$ cat config.mk
export PLATFORM = sky130hd
export DESIGN_NAME = rank_assign_sort_top_flat
export DESIGN_NICKNAME = d
export VERILOG_FILES = /design/src/hdl/ras_pkg.sv /design/src/hdl/ras_if.sv /design/src/hdl/ras_ram.sv /design/src/hdl/ras_rank_cnt.sv /design/src/hdl/rank_assign_sort_top.sv /design/src/flat_wrapper.sv
export VERILOG_INCLUDE_DIRS = /design/src /design/src/hdl
export SDC_FILE = /design/constraint.sdc
export NUM_CORES = 2
export LEC_CHECK = 0
export BUFFER_PORTS_ARGS = -buffer_cell sky130_fd_sc_hd__buf_4
export CORE_MARGIN = 2
export CORE_UTILIZATION = 63
export CTS_BUF_LIST = sky130_fd_sc_hd__clkbuf_16
export CTS_CLUSTER_DIAMETER = 150
export DETAILED_ROUTE_END_ITERATION = 12
export GPL_ROUTABILITY_DRIVEN = 0
export GPL_TIMING_DRIVEN = 0
export PLACE_DENSITY = 0.76
export SYNTH_ARGS = -nofsm -noshare
export SYNTH_HDL_FRONTEND = slang
export SYNTH_SLANG_ARGS = --single-unit
$ cat constraint.sdc
create_clock -name i_clk -period 4.7 [get_ports i_clk]
set_input_delay 0.705 -clock i_clk [delete_from_list [all_inputs] [get_ports i_clk]]
set_output_delay 0.705 -clock i_clk [all_outputs]
set_load 0.05 [all_outputs]
$ cat src/hdl/rank_assign_sort_top_defines.svh
// Assertion macros shared by the rank assignment sorter RTL.
// Included by files that carry concurrent assertions; depends on nothing else.
`ifndef RANK_ASSIGN_SORT_TOP_DEFINES_SVH
`define RANK_ASSIGN_SORT_TOP_DEFINES_SVH

// Same-cycle implication, disabled while reset is asserted.
`define RAS_ASSERT_IMP(label, clk, rst_n, ante, cons) \
    label: assert property (@(posedge clk) disable iff (!(rst_n)) (ante) |-> (cons)) \
        else $error("rank sorter assertion failed");

// Next-cycle implication, disabled while reset is asserted.
`define RAS_ASSERT_NXT(label, clk, rst_n, ante, cons) \
    label: assert property (@(posedge clk) disable iff (!(rst_n)) (ante) |=> (cons)) \
        else $error("rank sorter assertion failed");

`endif

$ cat src/hdl/ras_pkg.sv
// Package of the rank assignment sorter: field widths, defaults and the
// control struct between the sequencer and the compare unit. No dependencies.
package ras_pkg;

    // Fixed payload widths.
    localparam int VALUE_W = 32;
    localparam int RANK_W  = 6;

    // Default capacity of the value store.
    localparam int MAX_ITEMS_DEF = 64;

    // Control handed from the sequencer to the shared compare unit.
    typedef struct packed {
        logic load_x;      // capture the element being ranked, clear the count
        logic accum;       // compare the read element and count it if lower
        logic m_before_k;  // the read element arrived before the ranked one
    } t_cmp_ctrl;

endpackage

$ cat src/hdl/ras_if.sv
// Valid/ready channel interfaces of the rank assignment sorter.
// Depends on ras_pkg for the payload widths.
interface ras_in_if;
    logic                          valid;
    logic                          ready;
    logic signed [ras_pkg::VALUE_W-1:0] value;
    logic                          last_in;

    modport source (output valid, output value, output last_in, input ready);
    modport sink   (input valid, input value, input last_in, output ready);
endinterface

interface ras_out_if;
    logic                        valid;
    logic                        ready;
    logic [ras_pkg::RANK_W-1:0]  rank;
    logic                        last_out;
    logic                        truncated;

    modport source (output valid, output rank, output last_out, output truncated, input ready);
    modport sink   (input valid, input rank, input last_out, input truncated, output ready);
endinterface

$ cat src/hdl/ras_ram.sv
// Generic single-write, single-read RAM with a registered read port.
// No dependencies.
module ras_ram #(
    parameter int WIDTH = 32,
    parameter int DEPTH = 64
) (
    input  logic                     i_clk,
    input  logic                     i_we,
    input  logic [$clog2(DEPTH)-1:0] i_waddr,
    input  logic [WIDTH-1:0]         i_wdata,
    input  logic [$clog2(DEPTH)-1:0] i_raddr,
    output logic [WIDTH-1:0]         o_rdata
);

    logic [WIDTH-1:0] r_mem [DEPTH];
    logic [WIDTH-1:0] r_rdata;

    // Write port and registered read port.
    always_ff @(posedge i_clk) begin
        if (i_we) begin
            r_mem[i_waddr] <= i_wdata;
        end
        r_rdata <= r_mem[i_raddr];
    end

    assign o_rdata = r_rdata;

endmodule

$ cat src/hdl/ras_rank_cnt.sv
// Shared compare unit: one signed 32-bit compare and a rank counter.
// Depends on ras_pkg for the control struct and the value width.
module ras_rank_cnt #(
    parameter int AW = 6
) (
    input  logic                        i_clk,
    input  logic                        i_rst_n,
    input  ras_pkg::t_cmp_ctrl          i_ctrl,
    input  logic [ras_pkg::VALUE_W-1:0] i_data,
    output logic [AW-1:0]               o_rank
);

    logic signed [ras_pkg::VALUE_W-1:0] r_x;
    logic [AW-1:0]                      r_acc;
    logic [AW-1:0]                      n_acc;
    logic signed [ras_pkg::VALUE_W-1:0] y;
    logic                               lower;

    // The read element ranks below x if it is smaller, or equal and earlier.
    assign y     = signed'(i_data);
    assign lower = (y < r_x) || ((y == r_x) && i_ctrl.m_before_k);

    always_comb begin
        n_acc = r_acc;
        if (i_ctrl.load_x) begin
            n_acc = '0;
        end else if (i_ctrl.accum && lower) begin
            n_acc = r_acc + AW'(1);
        end
    end

    // The element under ranking is held for the whole sweep.
    always_ff @(posedge i_clk) begin
        if (i_ctrl.load_x) begin
            r_x <= y;
        end
    end

    always_ff @(posedge i_clk) begin
        if (!i_rst_n) begin
            r_acc <= '0;
        end else begin
            r_acc <= n_acc;
        end
    end

    assign o_rank = r_acc;

endmodule

$ cat src/hdl/rank_assign_sort_top.sv
// Top level of the rank assignment sorter: sequencer, value store, compare unit.
// Depends on ras_pkg, ras_if, ras_ram, ras_rank_cnt and the defines header.
//
//  Channel  | Dir | Handshake          | Payload
//  ---------+-----+--------------------+-------------------------------
//  i_in     | in  | valid/ready, sink  | value (s32), last_in
//  o_out    | out | valid/ready, source| rank (6b), last_out, truncated
//
// Loading accepts one request per cycle; the store is written at its next free slot.
// After the last request, each stored element is ranked in turn: one RAM read fetches
// it, the compare unit captures it, a sweep reads every stored element through the
// single RAM read port into the shared comparator, and the rank is then offered.
// Synchronous active-low reset clears the count, the overflow flag and the sequencer.
// A stalled output holds the sequencer; no input is taken until the list is out.
`include "rank_assign_sort_top_defines.svh"

module rank_assign_sort_top #(
    parameter int MAX_ITEMS = ras_pkg::MAX_ITEMS_DEF
) (
    input logic           i_clk,
    input logic           i_rst_n,
    ras_in_if.sink        i_in,
    ras_out_if.source     o_out
);

    localparam int AW = (MAX_ITEMS > 1) ? $clog2(MAX_ITEMS) : 1;
    localparam int CW = $clog2(MAX_ITEMS + 1);
    localparam logic [CW-1:0] FULL     = CW'(MAX_ITEMS);
    localparam logic [AW-1:0] LAST_IDX = AW'(MAX_ITEMS - 1);

    // Sequencer states.
    localparam logic [2:0] S_LOAD   = 3'd0;
    localparam logic [2:0] S_FETCHX = 3'd1;
    localparam logic [2:0] S_LOADX  = 3'd2;
    localparam logic [2:0] S_SWEEP  = 3'd3;
    localparam logic [2:0] S_OUT    = 3'd4;

    logic [2:0]    r_state, n_state;
    logic [CW-1:0] r_cnt, n_cnt;
    logic          r_ovf, n_ovf;
    logic [AW-1:0] r_k, n_k;
    logic [AW-1:0] r_m, n_m;
    logic [AW-1:0] r_last, n_last;

    logic                        in_acc;
    logic                        out_acc;
    logic                        full;
    logic                        ram_we;
    logic [AW-1:0]               ram_raddr;
    logic [ras_pkg::VALUE_W-1:0] ram_rdata;
    ras_pkg::t_cmp_ctrl          cmp_ctrl;
    logic [AW-1:0]               cmp_rank;

    assign in_acc  = i_in.valid && i_in.ready;
    assign out_acc = o_out.valid && o_out.ready;
    assign full    = (r_cnt == FULL);
    assign ram_we  = in_acc && !full;

    // Read address: the ranked element first, then a sweep over the whole list.
    always_comb begin
        case (r_state)
            S_FETCHX: ram_raddr = r_k;
            S_LOADX:  ram_raddr = '0;
            S_SWEEP:  ram_raddr = (r_m == r_last) ? r_m : r_m + AW'(1);
            default:  ram_raddr = r_k;
        endcase
    end

    ras_ram #(
        .WIDTH (ras_pkg::VALUE_W),
        .DEPTH (MAX_ITEMS)
    ) u_store (
        .i_clk   (i_clk),
        .i_we    (ram_we),
        .i_waddr (r_cnt[AW-1:0]),
        .i_wdata (i_in.value),
        .i_raddr (ram_raddr),
        .o_rdata (ram_rdata)
    );

    // Control for the shared compare unit; read data in the sweep belongs to r_m.
    assign cmp_ctrl.load_x     = (r_state == S_LOADX);
    assign cmp_ctrl.accum      = (r_state == S_SWEEP);
    assign cmp_ctrl.m_before_k = (r_m < r_k);

    ras_rank_cnt #(
        .AW (AW)
    ) u_cmp (
        .i_clk   (i_clk),
        .i_rst_n (i_rst_n),
        .i_ctrl  (cmp_ctrl),
        .i_data  (ram_rdata),
        .o_rank  (cmp_rank)
    );

    // Sequencer next-state logic.
    always_comb begin
        n_state = r_state;
        n_cnt   = r_cnt;
        n_ovf   = r_ovf;
        n_k     = r_k;
        n_m     = r_m;
        n_last  = r_last;
        case (r_state)
            S_LOAD: begin
                if (in_acc) begin
                    if (full) begin
                        n_ovf = 1'b1;
                    end else begin
                        n_cnt = r_cnt + CW'(1);
                    end
                    if (i_in.last_in) begin
                        n_last  = full ? LAST_IDX : r_cnt[AW-1:0];
                        n_k     = '0;
                        n_state = S_FETCHX;
                    end
                end
            end
            S_FETCHX: begin
                n_state = S_LOADX;
            end
            S_LOADX: begin
                n_m     = '0;
                n_state = S_SWEEP;
            end
            S_SWEEP: begin
                if (r_m == r_last) begin
                    n_state = S_OUT;
                end else begin
                    n_m = r_m + AW'(1);
                end
            end
            S_OUT: begin
                if (out_acc) begin
                    if (r_k == r_last) begin
                        n_cnt   = '0;
                        n_ovf   = 1'b0;
                        n_state = S_LOAD;
                    end else begin
                        n_k     = r_k + AW'(1);
                        n_state = S_FETCHX;
                    end
                end
            end
            default: begin
                n_state = S_LOAD;
            end
        endcase
    end

    // Sequencer registers.
    always_ff @(posedge i_clk) begin
        if (!i_rst_n) begin
            r_state <= S_LOAD;
            r_cnt   <= '0;
            r_ovf   <= 1'b0;
            r_k     <= '0;
            r_m     <= '0;
            r_last  <= '0;
        end else begin
            r_state <= n_state;
            r_cnt   <= n_cnt;
            r_ovf   <= n_ovf;
            r_k     <= n_k;
            r_m     <= n_m;
            r_last  <= n_last;
        end
    end

    // Channel outputs.
    assign i_in.ready      = (r_state == S_LOAD);
    assign o_out.valid     = (r_state == S_OUT);
    assign o_out.rank      = ras_pkg::RANK_W'(cmp_rank);
    assign o_out.last_out  = (r_k == r_last);
    assign o_out.truncated = r_ovf;

    // The final result of a list returns the block to an empty store.
    `RAS_ASSERT_NXT(a_clear_after_list, i_clk, i_rst_n, out_acc && o_out.last_out, (r_cnt == '0) && !r_ovf)
    // A request that finds the store full marks the list as truncated.
    `RAS_ASSERT_NXT(a_overflow_flags, i_clk, i_rst_n, in_acc && full, r_ovf)
    // A rank never reaches the number of stored elements.
    `RAS_ASSERT_IMP(a_rank_in_range, i_clk, i_rst_n, o_out.valid, cmp_rank <= r_last)
    // The sweep never addresses beyond the last stored element.
    `RAS_ASSERT_IMP(a_sweep_bound, i_clk, i_rst_n, r_state == S_SWEEP, r_m <= r_last)

endmodule

$ cat src/flat_wrapper.sv
// flat-port wrapper written by rule: the top's interface ports become plain ports
module rank_assign_sort_top_flat 
#(
    parameter int MAX_ITEMS = ras_pkg::MAX_ITEMS_DEF
)
  (i_clk, i_rst_n, i_in_valid, i_in_value, i_in_last_in, i_in_ready, o_out_valid, o_out_rank, o_out_last_out, o_out_truncated, o_out_ready);
  ras_in_if i_in_i ();
  ras_out_if o_out_i ();
  input logic i_clk;
  input logic i_rst_n;
  input wire logic [$bits(i_in_i.valid)-1:0] i_in_valid;
  input wire logic [$bits(i_in_i.value)-1:0] i_in_value;
  input wire logic [$bits(i_in_i.last_in)-1:0] i_in_last_in;
  output wire logic [$bits(i_in_i.ready)-1:0] i_in_ready;
  output wire logic [$bits(o_out_i.valid)-1:0] o_out_valid;
  output wire logic [$bits(o_out_i.rank)-1:0] o_out_rank;
  output wire logic [$bits(o_out_i.last_out)-1:0] o_out_last_out;
  output wire logic [$bits(o_out_i.truncated)-1:0] o_out_truncated;
  input wire logic [$bits(o_out_i.ready)-1:0] o_out_ready;
  assign i_in_i.valid = i_in_valid;
  assign i_in_i.value = i_in_value;
  assign i_in_i.last_in = i_in_last_in;
  assign i_in_ready = i_in_i.ready;
  assign o_out_valid = o_out_i.valid;
  assign o_out_rank = o_out_i.rank;
  assign o_out_last_out = o_out_i.last_out;
  assign o_out_truncated = o_out_i.truncated;
  assign o_out_i.ready = o_out_ready;
  rank_assign_sort_top #(.MAX_ITEMS(MAX_ITEMS)) u_core (.i_clk(i_clk), .i_rst_n(i_rst_n), .i_in(i_in_i), .o_out(o_out_i));
endmodule
==> metrics.cfg <==
[detailed_routing]
drtAntennaViolNets = 0
first_iter_violations = 10900
drcViolationCount = 0
detailedRoute.firstPassIterationCount = 6
drt_wl_total_um = 251000
routed-via-count = 58217
avgRoutedWirePerCell_um = 28.7
vias_per_cell = 6.65

[setup_path]
critical_path_class = flop to flop
worst_path_largest_cell_delay_ns = 1.02
worstPathRequired_ns = 5.48
gate_family_responsible_for_the_most_delay_along_the_worst_path = compound AO/OA/AOI/OAI gates
timing.critical_path.from_type = flop
critical_path.slowest_cell = sky130_fd_sc_hd__o31ai_2
crit_path_max_fanout = 10
critPathBufInv = 3
crit_path_frequent_cell = sky130_fd_sc_hd__xnor2_1
cp_cell_sequence = xnor2_1 -> nand4_1 -> o21ai_0 -> xnor2_1 -> o21a_1 -> buf_2 -> buf_1 -> clkbuf_1 -> a311oi_1 -> o31ai_2 -> a221o_1
critical_path.endpoint_type = flop
worst_endpoint_data_arrival_time_ns = 5.71

[pwr]
p_seq_share_pct = 52.4
total_leakage_power_nw = 33.1
comb_power_share_pct = 8.5
finalPower_w = 0.0406
power.net_switching_w = 0.00963
swShare_pct = 23.7
p_per_area_nw_per_um2 = 421
intPower_w = 0.0310
clockPowerShare_pct = 39.1
peakVddDrop_v = 0.000432

[final_layout]
instances_no_fill = 8759
final_layout_size_suffix_gt1_share_pct = 10.3
core_utilization_of_the_finished_layout_pct = 71.5
final_design_area_no_fill_um2 = 96500
final_nets = 6887
area_delta_synth_final_pct = 13.0

[timing]
setup_viol = 14
setup_total_negative_slack_ns = -0.872
finalClockSkew_ns = 0.0248
fmax_ghz = 0.203
post-route-min-period_ns = 4.93
timing.final.hold_violations = 0
worst_slew_pin_slew_ns = 1.57
worst_slack_ns = -0.226
slew_headroom_pct = -4.85
drv_slew = 34
layout_worst_path_cycle_share_pct = 105

[outcome]
failed_checks = capacitance limit, slew limit, setup timing
status = finished, violations left

[logic_synthesis]
synth.lib_cells_used.distinct = 54
synth.top_cells.by_count = sky130_fd_sc_hd__edfxtp_1, sky130_fd_sc_hd__nand2_1, sky130_fd_sc_hd__nand3_1
synth_seq_cells = 2147
synth-compound-area-share_pct = 5.90
synth.top_cells.by_area = sky130_fd_sc_hd__edfxtp_1, sky130_fd_sc_hd__nand2_1, sky130_fd_sc_hd__nand3_1
synth_edf_count = 2080
synth_largest_type_area_fraction_pct = 73.1
yosys.area_share.adder_pct = 0.615
synth_most_common_cell = sky130_fd_sc_hd__edfxtp_1
mappedNetlistArea_um2 = 85400
combinational_family_with_the_most_area_after_synthesis = simple AND/OR/NAND/NOR gates
synth_fp_nets = 6568
synth-xor-area-share_pct = 0.267
async_reset_ff_share_pct = 0
synth.area.mux_share_pct = 0.0249
netlist.top_cell.by_area = sky130_fd_sc_hd__edfxtp_1
seq_area_frac_synth_pct = 74.7
synthesis.instances = 6489
yosysWarnings = 0
synth-simple-area-share_pct = 15.9
avgSynthCellArea_um2 = 13.2
ys.flop_type = sky130_fd_sc_hd__edfxtp_1

[floorplan]
number_of_top_level_pins = 47
core_area_um2 = 135000
floorplan.initialDensity_pct = 63.3
placementRows = 135
dieWidth_um = 372
die_area_um2 = 138000
chipHeight_um = 372

[placed_design]
placed_cell_area_um2 = 89800
dp.final_hpwl_um = 160000
dp.cells = 8377
buffer_ports.inserted = 46

[clocking]
cts.clk_slew.worst_paths_ns = 0.06
cts.hold.buffers_added = 0
cts_htree_levels = 4
cts_buffers = 204
tritoncts_num_sinks = 2147
clock_insertion_delay_worst_skew_ns = 0.85
clk_path_buf_depth = 3
clockRootBuffer = sky130_fd_sc_hd__clkbuf_16
tritoncts = done

[global_route]
grt_pass1_wl_um = 358000
grt_overall_usage_pct = 36.0
first_global_vias = 54816
antenna_found_initial = 10
grt.overflow.total = 0
grt_max_degree = 65

[run]
cap_viol_max_count = 3

[min_path]
min_path_type = primary input to flop

[worst paths after layout]
| check | start | endpoint | slack (ns) | cells after the start |
|---|---|---|---|---|
| worst min register to register | u_core.u_store.o_rdata[7] | u_core.u_cmp.r_x[7] | 0.43 | 0 |
| worst min-delay path | o_out_ready | u_core.r_state[2] | 0.30 | 3 |
| worst max register to register | u_core.r_m[1] | u_core.u_store.o_rdata[17] | -0.23 | 11 |
| worst max-delay path | u_core.r_m[1] | u_core.u_store.o_rdata[17] | -0.23 | 11 |
[layout by cell type (no fill, tap or decap), drive strengths merged, types with 6 or more instances in the layout]
cell and count:
a32oi 66, buf 360, a211oi 65, nor3 37, a311oi 224, a31oi 97
a21oi 22, diode 7, nand3 782, and3 229, a211o 32, a221o 32
o21a 9, edfxtp 2080, clkbuf 402, inv 99, nand2 1952, nor2 99
bufinv 17, a21o 17, or3 7, o221a 6, ha 42, nor2b 10
xor2 8, nand4 16, o21ai 18, o31ai 32, xnor2 18, clkinv 89
dfxtp 67, and2 7
[logic make-up (layout without fill, tap and decap cells)]
kind of cell / after synthesis / after routing
AOI/OAI and AO/OA: 629 / 629
xor gates and xnor gates: 26 / 26
adders and majority gates: 42 / 42
buffers and inverters: 491 / 969
DFF: 2147 / 2147
muxes: 2 / 2
other: 0 / 7
and+or+nand+nor: 3152 / 3156
[state kept, by name (all words and copies together) (netlist names)]
name,cells
u_core.r_k,6
u_core.r_m,6
u_core.o_out.truncated,1
u_core.r_last,6
u_core.r_state,3
u_core.u_store.r_mem,2048
u_core.u_cmp.o_rank,6
u_core.r_cnt,7
u_core.u_cmp.r_x,32
u_core.u_store.o_rdata,32
[power groups by stage]
stage	logic, W	clock network (W)	registers (W)
5_1_grt	0.00356	0.0166	0.0213
2_1_floorplan	0.00165	0	0.0217
3_3_place_gp	0.00312	0	0.0217
3_5_place_dp	0.00325	0	0.0217
6_report	0.00345	0.0159	0.0213
4_1_cts	0.00330	0.0158	0.0213
[worst min-delay path, cell delays in order]
cell	delay, ns
sky130_fd_sc_hd__buf_4	0.13
sky130_fd_sc_hd__o22ai_1	0.09
sky130_fd_sc_hd__and2_1	0.15
[stage by stage]
step | setup slack (ns) | hold slack [ns]
after global placement | -1.13 | 0.417
after floorplan | 1.02 | 0.408
final | -0.226 | 0.295
after global routing | -0.137 | 0.290
after CTS | 0.00465 | 0.259
after detailed placement | -0.433 | 0.422
[final cells by class]
cell class / count / area [µm²]
sequential: 2147 / 63800
fill: 8419 / 38400
multi-input combinational: 3855 / 20200
clock buffer: 209 / 5230
tap: 1781 / 2230
buffer: 443 / 1990
timing repair buffer: 110 / 1700
clock inverter: 160 / 1160
inverter: 47 / 176
antenna: 7 / 17.5
[routing by layer]
metal	vias up	track usage (%)	share of wire, %
li1	24708	-	-
met1	28276	49.5	36
met2	4555	54.1	45
met3	668	9.26	14
met4	10	17.7	5.2
met5	-	0	0.024
[what timing repair did]
item,in CTS,in global routing
setup endpoints to repair,482,333
setup buffers,3,0
resized for setup,21,33
gates cloned,3,1
pin swaps,4,3
No activity file was read; power rests on OpenSTA's default activity.
